### config.mk
export PLATFORM = sky130hd
export DESIGN_NAME = btc_pressure
export DESIGN_NICKNAME = d
export VERILOG_FILES = /design/src/hw/rtl/btc_pkg.sv /design/src/hw/rtl/btc_pressure.sv
export SDC_FILE = /design/constraint.sdc
export NUM_CORES = 2
export LEC_CHECK = 0
export BUFFER_PORTS_ARGS = -buffer_cell sky130_fd_sc_hd__buf_2
export CAP_MARGIN = 30
export CORE_AREA = 8 8 379 233
export DETAILED_ROUTE_END_ITERATION = 8
export DIE_AREA = 0 0 387 241
export GPL_ROUTABILITY_DRIVEN = 0
export PLACE_DENSITY = 0.86
export SLEW_MARGIN = 20
export SYNTH_ARGS = -nofsm -noshare
export SYNTH_HDL_FRONTEND = slang
export SYNTH_SLANG_ARGS = --single-unit
### constraint.sdc
create_clock -name clock -period 26.1 [get_ports clock]
set_clock_uncertainty 0.1 [all_clocks]
set_input_delay 5.22 -clock clock [delete_from_list [all_inputs] [get_ports clock]]
set_output_delay 5.22 -clock clock [all_outputs]
set_load 0.005 [all_outputs]
### src/hw/rtl/btc_pkg.sv
`timescale 1ns / 1ps
// Shared types, widths, register indexes and limits for the barometric compensation block.
package btc_pkg;

   // Field widths.
   localparam int CalWidth  = 16;
   localparam int RawWidth  = 24;
   localparam int TempWidth = 15;
   localparam int PresWidth = 17;
   localparam int CsrIndexWidth = 3;

   // Width of the corrected offset and sensitivity terms.
   localparam int WideWidth = 42;

   // Register indexes on the configuration port.
   localparam logic [CsrIndexWidth-1:0] CsrPressureSensitivity  = 3'd0;
   localparam logic [CsrIndexWidth-1:0] CsrPressureOffset       = 3'd1;
   localparam logic [CsrIndexWidth-1:0] CsrSensitivityTempCoeff = 3'd2;
   localparam logic [CsrIndexWidth-1:0] CsrOffsetTempCoeff      = 3'd3;
   localparam logic [CsrIndexWidth-1:0] CsrReferenceTemperature = 3'd4;
   localparam logic [CsrIndexWidth-1:0] CsrTemperatureCoeff     = 3'd5;

   // Output limits.
   localparam logic signed [TempWidth-1:0] TempMin = -15'sd4000;
   localparam logic signed [TempWidth-1:0] TempMax = 15'sd8500;
   localparam logic [PresWidth-1:0] PresMin = 17'd1000;
   localparam logic [PresWidth-1:0] PresMax = 17'd120000;

   // Pipeline latency from accepted request to result strobe.
   localparam int Latency = 11;

   // Factory calibration words.
   typedef struct packed {
      logic [CalWidth-1:0] pressure_sensitivity;
      logic [CalWidth-1:0] pressure_offset;
      logic [CalWidth-1:0] sensitivity_temp_coeff;
      logic [CalWidth-1:0] offset_temp_coeff;
      logic [CalWidth-1:0] reference_temperature;
      logic [CalWidth-1:0] temperature_coeff;
   } cal_type;

   // Hand-off from the temperature front end to the pressure back end.
   typedef struct packed {
      logic                          valid;
      logic [RawWidth-1:0]           raw_pressure;
      logic signed [WideWidth-1:0]   off;
      logic signed [WideWidth-1:0]   sens;
      logic signed [TempWidth-1:0]   temperature;
   } sample_type;

endpackage

### src/hw/rtl/btc_pressure.sv
`timescale 1ns / 1ps
// Five-stage back end: split pressure product, scaling and saturation.
module btc_pressure (
   input  logic                                 clock,
   input  logic                                 reset,
   input  btc_pkg::sample_type                  sample,
   output logic                                 rsp_strobe,
   output logic signed [btc_pkg::TempWidth-1:0] rsp_temperature,
   output logic [btc_pkg::PresWidth-1:0]        rsp_pressure
);

   // Stage 7: partial products of the raw pressure and the sensitivity.
   logic                                 s7_valid_ff;
   logic [44:0]                          s7_lo_ff, s7_lo_in;
   logic signed [45:0]                   s7_hi_ff, s7_hi_in;
   logic signed [btc_pkg::WideWidth-1:0] s7_off_ff;
   logic signed [btc_pkg::TempWidth-1:0] s7_temp_ff;

   // Stage 8: full product.
   logic                                 s8_valid_ff;
   logic signed [66:0]                   s8_prod_ff, s8_prod_in;
   logic signed [btc_pkg::WideWidth-1:0] s8_off_ff;
   logic signed [btc_pkg::TempWidth-1:0] s8_temp_ff;

   // Stage 9: product divided by 2^21.
   logic                                 s9_valid_ff;
   logic signed [45:0]                   s9_scaled_ff, s9_scaled_in;
   logic signed [btc_pkg::WideWidth-1:0] s9_off_ff;
   logic signed [btc_pkg::TempWidth-1:0] s9_temp_ff;
   logic signed [66:0]                   prod_bias;

   // Stage 10: offset removed.
   logic                                 s10_valid_ff;
   logic signed [46:0]                   s10_diff_ff, s10_diff_in;
   logic signed [btc_pkg::TempWidth-1:0] s10_temp_ff;

   // Output register.
   logic                                 out_valid_ff;
   logic [btc_pkg::PresWidth-1:0]        out_pres_ff, out_pres_in;
   logic signed [btc_pkg::TempWidth-1:0] out_temp_ff;
   logic signed [46:0]                   diff_bias;
   logic signed [31:0]                   pres_full;

   // The sensitivity is split into an unsigned low half and a signed high half.
   assign s7_lo_in = sample.raw_pressure * sample.sens[20:0];
   assign s7_hi_in = $signed({1'b0, sample.raw_pressure}) * $signed(sample.sens[41:21]);

   // Recombine the halves.
   assign s8_prod_in = (67'(s7_hi_ff) <<< 21) + $signed({22'd0, s7_lo_ff});

   // Truncating divisions by powers of two.
   always_comb begin
      prod_bias    = s8_prod_ff + (s8_prod_ff[66] ? 67'sd2097151 : 67'sd0);
      s9_scaled_in = prod_bias[66:21];
   end

   assign s10_diff_in = 47'(s9_scaled_ff) - 47'(s9_off_ff);

   // Final scaling and saturation of the pressure.
   always_comb begin
      diff_bias = s10_diff_ff + (s10_diff_ff[46] ? 47'sd32767 : 47'sd0);
      pres_full = diff_bias[46:15];
      if (pres_full < $signed({15'd0, btc_pkg::PresMin})) begin
         out_pres_in = btc_pkg::PresMin;
      end else if (pres_full > $signed({15'd0, btc_pkg::PresMax})) begin
         out_pres_in = btc_pkg::PresMax;
      end else begin
         out_pres_in = pres_full[btc_pkg::PresWidth-1:0];
      end
   end

   // Valid bits.
   always_ff @(posedge clock) begin
      if (reset) begin
         s7_valid_ff  <= 1'b0;
         s8_valid_ff  <= 1'b0;
         s9_valid_ff  <= 1'b0;
         s10_valid_ff <= 1'b0;
         out_valid_ff <= 1'b0;
      end else begin
         s7_valid_ff  <= sample.valid;
         s8_valid_ff  <= s7_valid_ff;
         s9_valid_ff  <= s8_valid_ff;
         s10_valid_ff <= s9_valid_ff;
         out_valid_ff <= s10_valid_ff;
      end
   end

   // Payload registers.
   always_ff @(posedge clock) begin
      s7_lo_ff     <= s7_lo_in;
      s7_hi_ff     <= s7_hi_in;
      s7_off_ff    <= sample.off;
      s7_temp_ff   <= sample.temperature;

      s8_prod_ff   <= s8_prod_in;
      s8_off_ff    <= s7_off_ff;
      s8_temp_ff   <= s7_temp_ff;

      s9_scaled_ff <= s9_scaled_in;
      s9_off_ff    <= s8_off_ff;
      s9_temp_ff   <= s8_temp_ff;

      s10_diff_ff  <= s10_diff_in;
      s10_temp_ff  <= s9_temp_ff;

      out_pres_ff  <= out_pres_in;
      out_temp_ff  <= s10_temp_ff;
   end

   assign rsp_strobe      = out_valid_ff;
   assign rsp_temperature = out_temp_ff;
   assign rsp_pressure    = out_pres_ff;

   // A strobed pressure is always within its saturation limits.
   a_pres_range: assert property (@(posedge clock) disable iff (reset)
      out_valid_ff |-> out_pres_ff >= btc_pkg::PresMin && out_pres_ff <= btc_pkg::PresMax)
      else $error("pressure outside its limits");

   // Every sample leaving the front end turns into one strobe.
   a_back_latency: assert property (@(posedge clock) disable iff (reset)
      sample.valid |-> ##5 out_valid_ff)
      else $error("back end lost a request");

   // The recombined product agrees in sign with its high partial product.
   a_prod_sign: assert property (@(posedge clock) disable iff (reset)
      s7_valid_ff && s7_hi_ff[45] |=> s8_prod_ff[66])
      else $error("product sign lost in recombination");

endmodule

# [Word level (Yosys, flattened, before mapping)]
# Cells that the tools add are included.
[totals] reg_bits=474 latchBits=0 ramBits=0 romBits=0 output_inout_bits=33 wordCells=32 mem_count=0
[classes] addsub=4 multipliers=2 div=0 magnitude_cmp=2 eq_ne=0 shift=0 mux=3 bitwise=0 n_reduce_logical=1
[op_table] cell="$add A67 B22 Y67" n=1
[op_table] cell="$add A67 B46 Y67" n=1
[op_table] cell="$add A47 B16 Y47" n=1
[op_table] cell="$sub A46 B42 Y47" n=1
[op_table] cell="$mul A25 B21 Y46" n=1
[op_table] cell="$mul A24 B21 Y45" n=1
[op_table] cell="$gt A32 B18 Y1 const B" n=1
[op_table] cell="$lt A32 B11 Y1 const B" n=1
[op_table] cell="$mux W21" n=1
[op_table] cell="$mux W17" n=1
[op_table] cell="$mux W15" n=1
[op_table] cell="$reduce_or A2 Y1" n=1

# [Depth between registers and ports, before layout]
[logic_depth] ltp_word=4 mapped_depth=27 mapped_depth_nobuf=26

# [Least setup slack after synthesis]
# No wires, ideal clock.
[synth_timing] path_kind="input-to-reg" startpoint="input port sample[111] (netlist name)" endpoint="register s7_lo_ff[43]" setup_ns=0.127 t_arrival_ns=11.827 slack_ns=14.047 stages=23 path_cell_list="clkbuf_1 nand2_1 fa_1 fa_1 fa_1 inv_1 fa_1 fa_1 fa_1 inv_1 fa_1 inv_1 ha_1 a21o_1 a21o_1 a2111o_1 a311o_1 a31oi_1 a31oi_1 a211o_1 a221oi_1 o21ai_0 xor2_1"
[synth_between] elab_chain_len=1
[synth_lines] item="from (decl)" line_no="btc_pressure.sv:6" source="input btc_pkg::sample_type sample,"
[synth_lines] item="$mul A24 B21 Y45" line_no="btc_pressure.sv:45" source="assign s7_lo_in = sample.raw_pressure * sample.sens[20:0];"
[synth_lines] item="named net s7_lo_in[43]" line_no="btc_pressure.sv:14" source="logic [44:0] s7_lo_ff, s7_lo_in;"
[synth_lines] item="to (signal assigned)" line_no="btc_pressure.sv:91" source="s7_lo_ff <= s7_lo_in;"
[synth_lines] item="to (decl)" line_no="btc_pressure.sv:14"
# The timed path passes the listed nets, and every way through them passes these cells.
# A chain may end at the register's enable or synchronous reset.

# [Worst setup path in the final report]
[layout_timing] startpoint="input port sample[106] (netlist name)" endpoint="register s7_hi_ff[45]"
[layout_between] elab_chain_len=1
[layout_lines] item="$mul A25 B21 Y46" line_no="btc_pressure.sv:46" source="assign s7_hi_in = $signed({1'b0, sample.raw_pressure}) * $signed(sample.sens[41:21]);"
[layout_lines] item="named net s7_hi_in[45]" line_no="btc_pressure.sv:15" source="logic signed [45:0] s7_hi_ff, s7_hi_in;"
[layout_lines] item="to (signal assigned)" line_no="btc_pressure.sv:92" source="s7_hi_ff <= s7_hi_in;"
[layout_lines] item="to (decl)" line_no="btc_pressure.sv:15"
# The timed path passes the listed nets, and every way through them passes these cells.

==> out/results.tsv <==
stage	metric	value	unit
outcome	status	completed	
yosys	synth_area	49000	µm²
yosys	synthFlopType	dfxtp_1	
yosys	yosysWarnings	0	
worst_setup_path	reg2reg_to	rsp_pressure[10]	
final_layout	syn2layout_area_growth	6.52	%
routing	drc	0	
worst_setup_path	cp.required	26.46	ns
worst_setup_path	r2r_cells	12	
clock_tree	cts_buffers	44	
clock_tree	clock-root-buffer	clkbuf_16	
yosys	avgSynthCellArea	9.44	µm²
worst_setup_path	end_kind	flip-flop	
placement	hpwlAfterDp	95.3	mm
sta	slew_headroom	24.8	%
placement	numPortBuffers	158	
sta	whs	0.212	ns
global_routing	grt_pass1_wl	207	mm
clock_tree	hold_buffers	0	
worst_setup_path	worst-path-max-fanout	42	
clock_tree	cts_max_level	2	
clock_tree	cts_sinks	474	
sta	fin_crit_sh	50.0	%
min_path	min_from	s7_temp_ff[12]	
global_routing	track_usage	27.6	%
clock_tree	clkTransAtPathRegs	0.07	ns
yosys	synth_area_leader_cell	fa_1	
final_layout	final_nets	6622	
clock_tree	cts_resized	0	
final_layout	final_cell_mix	1021 x inv_1, 833 x fa_1, 659 x nand2_1, 474 x dfxtp_1, 449 x and2_1	
yosys	ys_seq_elements	474	
yosys	post_synth_num_cell_types	80	
global_routing	grt_pass1_vias	39200	
sta	drv_slew	0	
worst_setup_path	cp-start-kind	input pin	
worst_setup_path	worstPathArrival	13.40	ns
min_path	hp-class	reg -> reg	
yosys	async_flop_share	0	%
final_layout	drive_gt1_share	5.37	%
yosys	synth_edf_count	0	
floorplanning	ios	159	
final_layout	multiInputGateArea	34900	µm²
final_layout	finish.instance_area	52200	µm²
final_layout	utilization	63.2	%
clock_tree	clk_latency	0.60	ns
clock_tree	cts_setup_buffers	0	
run	maxCapViolCount	0	
floorplanning	dieArea	93300	µm²
routing	drt_iter0_markers	3731	
final_layout	fillers	6126	
global_routing	grt_max_degree	43	
routing	viasPerCell	5.77	
yosys	synth.top_cell.area_share	34.0	%
sta	min_period	13.04	ns
placement	placed_area	50600	µm²
sta	hold_viol	0	
global_routing	antenna_found_initial	5	
yosys	synth_top_family_by_area	adder cells	
sta	fin_tns_setup	0	ns
worst_setup_path	timing.rr.start	s10_diff_ff[46]	
floorplanning	num_rows	82	
routing	vias	36600	
worst_setup_path	crit_type	in -> reg	
yosys	synth-xor-area-share	4.00	%
floorplanning	die_w	387	µm
min_path	whs_path_depth	0	
sta	clock.fmax	76.7	MHz
yosys	yosysSeqAreaShare	19.4	%
yosys	synth-adder-area-share	45.3	%
routing	drt_pre_antenna_iters	7	
routing	wl	128	mm
yosys	synthSimpleGateAreaFrac	15.0	%
floorplanning	start_util	59.4	%
clock_tree	tritoncts	done	
min_path	worstHoldEndpoint	s8_temp_ff[12]	
routing	ant_nets	0	
clock_tree	cts_buffer_depth	3	
sta	finalSetupViolCount	0	
yosys	synth.area.mux_share	0.0434	%
global_routing	grt-ovfl-total	0	
final_layout	final_common_cell	inv_1	
floorplanning	die_height	241	µm
yosys	synth_compound_area_share	6.94	%
yosys	synth_cells	5196	
sta	worst_pin_slew	1.13	ns
worst_setup_path	rrSetupSlack	21.52	ns
final_layout	layout.area.seq	9490	µm²
sta	rsz0062_at_grt	false	
yosys	yosys-top-cells-area	fa_1 34%, dfxtp_1 19%, ha_1 11%	
yosys	synth_nets	6597	
floorplanning	coreArea	82600	µm²
routing	wire_per_inst	20.2	µm
[cell families after synthesis]
group,count (synthesis)
and+or+nand+nor,1479
xor gates and xnor gates,224
muxes,2
AOI/OAI and AO/OA,515
adders and majority gates,1275
buffers and inverters,1227
DFF,474
[synth_stat cells, drive strengths merged, types with 9 or more instances]
master,n
o21bai,20
nand4,42
and2,450
xnor2,150
o21ai,85
inv,1021
o211ai,11
nor3,31
clkbuf,200
a21oi,158
o21a,21
and3,38
a21o,88
ha,442
xor2,74
nor2,88
a31oi,20
nand2b,33
dfxtp,474
nand3,54
o31ai,9
nor2b,38
nand2,660
fa,833
a211oi,23
nor4,12
[registers in the layout, summed over array words and instances, names as in the netlist, 17 cells and up]
name and cells:
rsp_pressure 17, s10_diff_ff 47, s7_hi_ff 46, s7_lo_ff 45
s7_off_ff 42, s8_off_ff 42, s8_prod_ff 67, s9_off_ff 42
s9_scaled_ff 46
[worst max-delay path, stage by stage]
cell	delay, ns
buf_2	0.83
nand2_1	0.20
fa_1	0.58
inv_1	0.06
fa_1	0.49
inv_1	0.06
fa_1	0.54
inv_1	0.05
fa_1	0.50
fa_1	0.43
fa_1	0.49
inv_1	0.05
fa_1	0.47
inv_1	0.04
ha_1	0.35
nand4_1	0.28
nor4_1	0.40
nand3_1	0.25
a211oi_1	0.63
a211oi_1	0.28
o31ai_1	0.48
o21a_1	0.25
o2111a_1	0.22
o41a_1	0.15
xnor2_1	0.08
[metrics by stage]
stage | cells | worst slack, ns
2_1_floorplan | 5196 | 14.05
3_3_place_gp | 6265 | 13.07
3_5_place_dp | 6266 | 12.84
4_1_cts | 6344 | 13.41
5_1_grt | 6348 | 12.93
6_report | 6352 | 13.06
[worst max-delay path by stage]
stage,depth (start not counted),to,startpoint,slack [ns]
after detailed placement,25,s7_hi_ff[45],sample[106],12.84
after global placement,25,s7_hi_ff[45],sample[106],13.07
after CTS,25,s7_hi_ff[45],sample[106],13.41
after global routing,25,s7_hi_ff[43],sample[106],12.93
final,25,s7_hi_ff[45],sample[106],13.06
after floorplan,23,s7_lo_ff[43],sample[111],14.05
[metal layers]
layer  vias up  part of all wire [%]  global-route usage, %
li1      16000                     -                      -
met2      2425                    43                   41.7
met4         2                   3.1                   8.76
met3       355                    15                   10.3
met1     17900                    40                   37.0
met5         -                 0.010                      0
[area by class of cell]
cell class                 count  area share (%)
clock buffer                  52            2.24
tap                         1092            2.62
timing repair buffer         185            1.96
inverter                    1021            7.34
clock inverter                26           0.757
multi-input combinational   3495            66.9
sequential                   474            18.2
antenna                        7          0.0335
Power is left out: the tool's default activity adds up to more than one toggle a clock period on the data nets, which glitch-free logic cannot reach.
