File: config.mk
export PLATFORM = sky130hd
export DESIGN_NAME = btc_cal_regs
export DESIGN_NICKNAME = d
export VERILOG_FILES = /design/src/hw/rtl/btc_pkg.sv /design/src/hw/rtl/btc_cal_regs.sv
export SDC_FILE = /design/constraint.sdc
export NUM_CORES = 1
export LEC_CHECK = 0
export BUFFER_PORTS_ARGS = -buffer_cell sky130_fd_sc_hd__buf_2
export CELL_PAD_IN_SITES_DETAIL_PLACEMENT = 0
export CELL_PAD_IN_SITES_GLOBAL_PLACEMENT = 1
export CORE_MARGIN = 1
export CORE_UTILIZATION = 40
export CTS_CLUSTER_DIAMETER = 30
export DETAILED_ROUTE_END_ITERATION = 7
export PLACE_DENSITY_LB_ADDON = 0.1
export SLEW_MARGIN = 30
export SYNTH_ARGS = -nofsm -noshare
export SYNTH_HDL_FRONTEND = slang
export SYNTH_SLANG_ARGS = --single-unit
File: constraint.sdc
create_clock -name clock -period 1.59 [get_ports clock]
set_input_delay 0 -clock clock [delete_from_list [all_inputs] [get_ports clock]]
set_output_delay 0 -clock clock [all_outputs]
set_load 0.01 [all_outputs]
File: src/hw/rtl/btc_pkg.sv
`timescale 1ns / 1ps
// Shared types, widths, register indexes and limits for the barometric compensation block.
package btc_pkg;

   // Field widths.
   localparam int CalWidth  = 16;
   localparam int RawWidth  = 24;
   localparam int TempWidth = 15;
   localparam int PresWidth = 17;
   localparam int CsrIndexWidth = 3;

   // Width of the corrected offset and sensitivity terms.
   localparam int WideWidth = 42;

   // Register indexes on the configuration port.
   localparam logic [CsrIndexWidth-1:0] CsrPressureSensitivity  = 3'd0;
   localparam logic [CsrIndexWidth-1:0] CsrPressureOffset       = 3'd1;
   localparam logic [CsrIndexWidth-1:0] CsrSensitivityTempCoeff = 3'd2;
   localparam logic [CsrIndexWidth-1:0] CsrOffsetTempCoeff      = 3'd3;
   localparam logic [CsrIndexWidth-1:0] CsrReferenceTemperature = 3'd4;
   localparam logic [CsrIndexWidth-1:0] CsrTemperatureCoeff     = 3'd5;

   // Output limits.
   localparam logic signed [TempWidth-1:0] TempMin = -15'sd4000;
   localparam logic signed [TempWidth-1:0] TempMax = 15'sd8500;
   localparam logic [PresWidth-1:0] PresMin = 17'd1000;
   localparam logic [PresWidth-1:0] PresMax = 17'd120000;

   // Pipeline latency from accepted request to result strobe.
   localparam int Latency = 11;

   // Factory calibration words.
   typedef struct packed {
      logic [CalWidth-1:0] pressure_sensitivity;
      logic [CalWidth-1:0] pressure_offset;
      logic [CalWidth-1:0] sensitivity_temp_coeff;
      logic [CalWidth-1:0] offset_temp_coeff;
      logic [CalWidth-1:0] reference_temperature;
      logic [CalWidth-1:0] temperature_coeff;
   } cal_type;

   // Hand-off from the temperature front end to the pressure back end.
   typedef struct packed {
      logic                          valid;
      logic [RawWidth-1:0]           raw_pressure;
      logic signed [WideWidth-1:0]   off;
      logic signed [WideWidth-1:0]   sens;
      logic signed [TempWidth-1:0]   temperature;
   } sample_type;

endpackage

File: src/hw/rtl/btc_cal_regs.sv
`timescale 1ns / 1ps
// Calibration register file written through the configuration port.
module btc_cal_regs (
   input  logic                                clock,
   input  logic                                reset,
   input  logic                                csr_write_enable,
   input  logic [btc_pkg::CsrIndexWidth-1:0]   csr_index,
   input  logic [btc_pkg::CalWidth-1:0]        csr_write_data,
   output btc_pkg::cal_type                    cal
);

   btc_pkg::cal_type cal_ff;
   btc_pkg::cal_type cal_in;

   // Decode the register index; unknown indexes leave everything unchanged.
   always_comb begin
      cal_in = cal_ff;
      if (csr_write_enable) begin
         case (csr_index)
            btc_pkg::CsrPressureSensitivity:  cal_in.pressure_sensitivity   = csr_write_data;
            btc_pkg::CsrPressureOffset:       cal_in.pressure_offset        = csr_write_data;
            btc_pkg::CsrSensitivityTempCoeff: cal_in.sensitivity_temp_coeff = csr_write_data;
            btc_pkg::CsrOffsetTempCoeff:      cal_in.offset_temp_coeff      = csr_write_data;
            btc_pkg::CsrReferenceTemperature: cal_in.reference_temperature  = csr_write_data;
            btc_pkg::CsrTemperatureCoeff:     cal_in.temperature_coeff      = csr_write_data;
            default: cal_in = cal_ff;
         endcase
      end
   end

   // Calibration words reset to zero.
   always_ff @(posedge clock) begin
      if (reset) begin
         cal_ff <= '0;
      end else begin
         cal_ff <= cal_in;
      end
   end

   assign cal = cal_ff;

endmodule

-- Word-level counts from Yosys, hierarchy flattened
Cells that the tools add are included.
- add/subtract/negate cells: 0
- multipliers: 0
- div/mod/pow operators: 0
- magnitude comparators: 0
- eq/ne operators: 5
- shift operators: 0
- multiplexer cells: 0
- bitwise gates (word level): 0
- reduce and logical (&&, ||, !) cells: 7
- operators by type and width (cell ; count):
    $reduce_and 2->1 ; 6
    $eq 3x2->1 const B ; 2
    $eq 3x3->1 const B ; 2
    $eq 3x1->1 const B ; 1
    $logic_not 3->1 ; 1
- flip-flop bits (word level): 96
- bits in latches: 0
- RAM bits: 0
- bits in read-only memories: 0
- word-level logic and storage cells: 18
- memories: 0

-- Logic depth before layout (Yosys ltp)
Gate-level depths: netlist (run 1).
- depth after elaboration: 2
- gate-level depth with buffers: 4
- depth with buffers taken out: 2

-- Least setup slack after synthesis (run 1)
OpenSTA, ideal clock, no wires.
- path type: input port to flip-flop
- from: input csr_index[1] in the netlist's numbering
- to: register cal_ff (netlist bit cal[85])
- setup time: 0.124 ns
- arrival time: 0.899 ns
- required time: 1.466 ns
- setup slack: 0.567 ns
- stages on the path: 4
- cell sequence: or4b_1 > buf_2 > buf_6 > mux2i_1
- word-level cells in the longest chain between the ends: 2
- ends and longest elaborated chain (element ; RTL line ; text):
    start: declaration ; btc_cal_regs.sv:7 ; input logic [btc_pkg::CsrIndexWidth-1:0] csr_index,
    $logic_not 3->1 ; btc_cal_regs.sv:19 ; case (csr_index)
    $reduce_and 2->1 (no source line) ; -- ;
    end signal: assignment ; btc_cal_regs.sv:36 ; cal_ff <= cal_in;
    end: declaration ; btc_cal_regs.sv:12 ; btc_pkg::cal_type cal_ff;
No other way between the ends.
A chain may end at the register's enable or synchronous reset.

-- Worst setup path in the final report (run 1)
- from: register cal_ff (netlist bit cal[83])
- to: output cal[83] in the netlist's numbering
- RTL lines (element ; RTL line ; text):
    end: declaration ; btc_cal_regs.sv:9 ; output btc_pkg::cal_type cal
No word-level cell between the ends.

==> results of run 1 <==
## stage by stage
stage               power, W  utilization [%]  instance area (um2)  worst slack [ns]  hold slack, ns
detailed placement   0.00291             48.8                 4480             0.402           0.413
global route         0.00463             50.9                 4680             0.673          0.0869
CTS                  0.00448             50.9                 4680             0.698          0.0512
finish               0.00443             50.9                 4680             0.712          0.0691
floorplan            0.00275                -                 3780             0.567           0.218
global placement     0.00290             48.8                 4480             0.416           0.403
## cells in the mapped netlist (all sizes together)
| cell type | number |
|---|---|
| and4bb | 1 |
| buf | 11 |
| nand4bb | 3 |
| nand2b | 112 |
| nand4b | 2 |
| mux2i | 96 |
| dfxtp | 96 |
| or4b | 1 |
| nor4b | 1 |
| clkbuf | 13 |
## cell families after synthesis
| logic type | Yosys count |
|---|---|
| multiplexers | 96 |
| flip-flops | 96 |
| buffers and inverters | 24 |
| AND/OR/NAND/NOR | 120 |
## power by group through the flow
stage / Combinational [W] / Clock, W / Sequential [W]
6_report: 0.000363 / 0.00158 / 0.00248
4_1_cts: 0.000369 / 0.00163 / 0.00248
5_1_grt: 0.000397 / 0.00174 / 0.00249
2_1_floorplan: 0.000191 / 0 / 0.00256
3_3_place_gp: 0.000364 / 0 / 0.00254
3_5_place_dp: 0.000369 / 0 / 0.00254
## per-layer routing
layer	global-route usage, %	up-vias	wire (um)
li1	-	1340	-
met1	26.4	1250	4550
met2	28.4	68	3820
met3	3.44	9	393
met4	5.77	0	96
met5	0	-	0
## cell type report
type | instances | area (um2) | share of cell area (%)
Timing Repair Buffer | 127 | 673 | 14.4
Tap cell | 111 | 139 | 2.97
Sequential cell | 96 | 1920 | 41.1
Clock buffer | 10 | 128 | 2.73
Multi-Input combinational cell | 216 | 1750 | 37.4
Clock inverter | 6 | 68.8 | 1.47
## worst reg2reg max path: stages (launching register included)
cell and delay (ns):
dfxtp_1 0.38, nand2b_1 0.08, mux2i_1 0.12
## how the worst min path moves through the flow
stage	from	to	cells after the start
floorplan	csr_index[1]	cal[80]$_SDFFE_PP0P_	2
global placement	csr_write_data[3]	cal[83]$_SDFFE_PP0P_	3
detailed placement	cal[30]$_SDFFE_PP0P_	cal[30]	1
CTS	csr_write_data[3]	cal[83]$_SDFFE_PP0P_	3
global route	csr_index[2]	cal[95]$_SDFFE_PP0P_	3
finish	csr_write_data[5]	cal[37]$_SDFFE_PP0P_	3
==> impl_metrics.tcl, run 1 <==
set metrics [dict create \
    finalNonFillerCells 566 \
    synth_top_family_by_area "multiplexers" \
    mostFrequentLayoutCells "buf_2, nand2b_1, mux2i_1, dfxtp_1" \
    cp_data_required_time_ns 1.59 \
    antenna_found_initial 0 \
    cellPowerDensity_mw_per_mm2 946 \
    grt_max_degree 34 \
    htree_num_levels 3 \
    wl_per_cell_um 15.7 \
    track_usage_pct 18.5 \
    synth_seq_cells 96 \
    root_buffer "clkbuf_8" \
    crit_family "flip-flops" \
    critPathMaxFanout 2 \
    synth_xor_area_share_pct 0 \
    first_iter_violations 56 \
    crit_type "reg2out" \
    remaining_drc_errors 0 \
    max_slew_margin_pct 58.3 \
    drt-total-wl_um 8860 \
    row_count 35 \
    port_buffers 117 \
    r2r_setup_slack_ns 0.94 \
    cts_made_buffers 9 \
    pin_count 118 \
    cts_tree "built" \
    clkTransAtPathRegs_ns 0.10 \
    vias 2667 \
    num-nets-final 472 \
    period_minus_slack_ns 0.878 \
    drtPass1Iterations 4 \
    ys_top_cells_by_area "dfxtp_1, mux2i_1, nand2b_1" \
    cts-resized-gates 0 \
    cts_setup_buffers 0 \
    clk_latency_ns 0.34 \
    finClkSkew_ns 0 \
    endpoint "cal[83]" \
    reg2reg_from "cal[93]$_SDFFE_PP0P_" \
    rsz0062_at_grt "false" \
    drtAntennaViolNets 0 \
    nFillCells 862 \
    synth-compound-area-share_pct 0 \
    start_util_pct 41.1 \
    synthAdderAreaFrac_pct 0 \
    pwr-share-clk_pct 35.7 \
    ys_seq_area_share_pct 50.8 \
    core_mm2 0.00920 \
    post_drt_via_cell_ratio 4.71 \
    die-area_mm2 0.00985 \
    power_leakage_nw 2.51 \
    hold_path.class "in2reg" \
    finalCritPeriodShare_pct 55.2 \
    yosysTopAreaCell "dfxtp_1" \
    r2r_end "cal[93]$_SDFFE_PP0P_" \
    syn_inst 336 \
    syn_area_per_cell_um2 11.3 \
    max_stage_delay_ns 0.38 \
    synth_nets 358 \
    grt-ovfl-total 0 \
    synth_mux_area_share_pct 25.4 \
    seq_power_share_pct 56.1 \
    setup_viol 0 \
    grt_pass1_vias 2625 \
    path_cells "buf_2" \
    synth_top_area_share_pct 50.8 \
    clockBufferDepth 2 \
    final_common_cell "buf_2" \
    grt_pass1_wl_um 14000 \
    ys_warn_count 0 \
    startpoint_type "flop" \
    layout-drive-gt1-share_pct 31.6 \
    largest_reg_flops 96 \
    status "finished clean" \
    tightest_slew_ns 0.624 \
    ctsHoldBuffers 0 \
    intPower_w 0.00336 \
    diodes 0 \
    finalHoldViolCount 0 \
    die_w_um 99.2 \
    worst-path-stages 1 \
    synthSimpleGateAreaFrac_pct 20.9 \
    area_growth_pct 23.8 \
    critPathBufInv 1 \
    dp.final_hpwl_um 6250 \
    cp_slowest_cell "dfxtp_1" \
    r2r_cells 2 \
    gp_congestion 0.718 \
    ys_types 11 \
    peakVddDrop_v 0.000537 \
    die_h_um 99.2 \
    placedCellCount 550 \
    switching_power_w 0.00107 \
    power.share.combinational_pct 8.2 \
    syn-cell-area_mm2 0.00378 \
    cts_sinks 96 \
    fin_setup_tns_ns 0 \
    endpoint_kind "primary output" \
    timing.critical_path.from "cal[83]$_SDFFE_PP0P_" \
    clock.fmax_mhz 1140 \
    cp.arrival_ns 0.88 \
    max_cap_violations 0 \
    finalMaxSlewViolations 0 \
    swShare_pct 24.1 \
]
No activity file was read; power rests on OpenSTA's default activity.
==> inputs of run 2 (changes only) <==
--- a/config.mk
+++ b/config.mk
@@ -9,7 +9,7 @@
 export CELL_PAD_IN_SITES_DETAIL_PLACEMENT = 0
 export CELL_PAD_IN_SITES_GLOBAL_PLACEMENT = 1
 export CORE_MARGIN = 1
-export CORE_UTILIZATION = 40
+export CORE_UTILIZATION = 35
 export CTS_CLUSTER_DIAMETER = 30
 export DETAILED_ROUTE_END_ITERATION = 7
 export PLACE_DENSITY_LB_ADDON = 0.1
==> constraint.sdc (replaced) <==
create_clock -name clock -period 0.8 [get_ports clock]
set_input_delay 0 -clock clock [delete_from_list [all_inputs] [get_ports clock]]
set_output_delay 0 -clock clock [all_outputs]
set_load 0.01 [all_outputs]
==> run 2 against run 1 <==
- the run now ends with setup timing left
- wire length grew 7.8%
- critical path depth is the same
- sequential cell count is the same
- first-iteration DRC count grew 25%
- total power grew 99%
- sequential power grew 100%
- via count grew 7.0%
- final cell count grew 12%
- die area grew 14%
- non-clock buffer count grew 45
- clock power grew 79%
- sequential share of layout area shrank 5.9 points
- largest cell class unchanged
- highest routed layer unchanged
==> impl_metrics.tcl, run 2 (same netlist as run 1, synthesis figures left out) <==
set metrics [dict create \
    crit_family "flip-flops" \
    power_leakage_nw 2.86 \
    grt_max_degree 33 \
    finalMaxSlewViolations 0 \
    pin_count 118 \
    hold_path.class "in2reg" \
    drt-total-wl_um 9560 \
    clk_latency_ns 0.36 \
    core_mm2 0.0104 \
    r2r_setup_slack_ns 0.10 \
    clockBufferDepth 2 \
    cp_data_required_time_ns 0.80 \
    gp_congestion 0.716 \
    swShare_pct 25.1 \
    vias 2853 \
    drtPass1Iterations 4 \
    worst-path-stages 1 \
    r2r_cells 3 \
    tightest_slew_ns 0.317 \
    endpoint_kind "primary output" \
    remaining_drc_errors 0 \
    cellPowerDensity_mw_per_mm2 1520 \
    die_h_um 106 \
    finalNonFillerCells 635 \
    power.share.combinational_pct 11.3 \
    start_util_pct 36.3 \
    reg2reg_from "cal[7]$_SDFFE_PP0P_" \
    seq_power_share_pct 56.5 \
    timing.critical_path.from "cal[73]$_SDFFE_PP0P_" \
    endpoint "cal[73]" \
    max_slew_margin_pct 78.9 \
    grt-ovfl-total 0 \
    intPower_w 0.00659 \
    rsz0062_at_grt "true" \
    root_buffer "clkbuf_8" \
    period_minus_slack_ns 0.818 \
    port_buffers 117 \
    crit_type "reg2out" \
    cts_tree "built" \
    setup_viol 83 \
    placedCellCount 602 \
    max_stage_delay_ns 0.34 \
    diodes 0 \
    dp.final_hpwl_um 6620 \
    post_drt_via_cell_ratio 4.49 \
    startpoint_type "flop" \
    critPathBufInv 1 \
    finClkSkew_ns 0 \
    peakVddDrop_v 0.000793 \
    violations "setup timing" \
    switching_power_w 0.00221 \
    grt_pass1_vias 2853 \
    whs_ns 0.0282 \
    post-route-util_pct 55.7 \
    ctsHoldBuffers 0 \
    cp_slowest_cell "dfxtp_2" \
    area_growth_pct 53.5 \
    clock.fmax_mhz 1220 \
    cts_made_buffers 9 \
    die-area_mm2 0.0112 \
    grt_pass1_wl_um 15100 \
    largest_reg_flops 96 \
    cp.arrival_ns 0.82 \
    path_cells "buf_6" \
    cts_sinks 96 \
    mostFrequentLayoutCells "nand2b_1, buf_6, mux2i_1, dfxtp_2, buf_4" \
    max_cap_violations 0 \
    layout-drive-gt1-share_pct 56.9 \
    track_usage_pct 17.7 \
    r2r_end "cal[7]$_SDFFE_PP0P_" \
    row_count 37 \
    clkTransAtPathRegs_ns 0.10 \
    final_common_cell "nand2b_1" \
    drtAntennaViolNets 0 \
    first_iter_violations 70 \
    num-nets-final 517 \
    finalCritPeriodShare_pct 102 \
    htree_num_levels 3 \
    status "finished with violations" \
    timing.final.ws_setup_ns -0.0176 \
    critPathMaxFanout 2 \
    antenna_found_initial 0 \
    wl_per_cell_um 15.1 \
    pwr-share-clk_pct 32.1 \
    finalHoldViolCount 0 \
    die_w_um 106 \
]
==> run 2: metal layers <==
layer / part of all wire, % / global-route usage (%) / vias up
li1: - / - / 1427
met1: 49 / 24.3 / 1349
met2: 45 / 27.3 / 68
met3: 4.1 / 4.29 / 9
met4: 1.0 / 5.65 / 0
met5: 0 / 0 / -
==> run 2: power by group through the flow <==
| stage | Sequential (W) | Combinational, W | Clock (W) |
|---|---|---|---|
| finish | 0.00497 | 0.000995 | 0.00283 |
| global route | 0.00499 | 0.00107 | 0.00313 |
| CTS | 0.00498 | 0.000987 | 0.00293 |
| detailed placement | 0.00504 | 0.000858 | 0 |
| global placement | 0.00504 | 0.000852 | 0 |
| floorplan | 0.00509 | 0.000386 | 0 |
==> run 2: worst min path at each step <==
stage               slack (ns)  cells after the start                   end                 start
floorplan                 0.22                      2  cal[80]$_SDFFE_PP0P_          csr_index[1]
global placement          0.41                      1               cal[32]  cal[32]$_SDFFE_PP0P_
detailed placement        0.41                      4  cal[77]$_SDFFE_PP0P_    csr_write_data[13]
CTS                       0.01                      4  cal[77]$_SDFFE_PP0P_    csr_write_data[13]
global route              0.03                      4  cal[70]$_SDFFE_PP0P_     csr_write_data[6]
finish                    0.03                      4  cal[54]$_SDFFE_PP0P_     csr_write_data[6]
==> run 2: metrics by stage <==
step	power (W)	area [um2]	setup TNS, ns	setup WS [ns]
6_report	0.00880	5810	-0.700	-0.0176
5_1_grt	0.00919	5810	-4.40	-0.0638
4_1_cts	0.00889	5710	-1.95	-0.0341
3_5_place_dp	0.00590	4780	-19.17	-0.371
3_3_place_gp	0.00589	4780	-18.23	-0.353
2_1_floorplan	0.00548	3800	-2.38	-0.223
==> run 2: cell type report <==
type,count,area [um2]
Multi-Input combinational cell,216,1750
Fill cell,956,4610
Timing Repair Buffer,172,1680
Clock inverter,5,33.8
Tap cell,136,170
Clock buffer,10,128
Sequential cell,96,2040
==> run 2: what timing repair did <==
item                       CTS  global route
resized for setup          192             2
buffers inserted             6            12
setup endpoints to repair   96           100
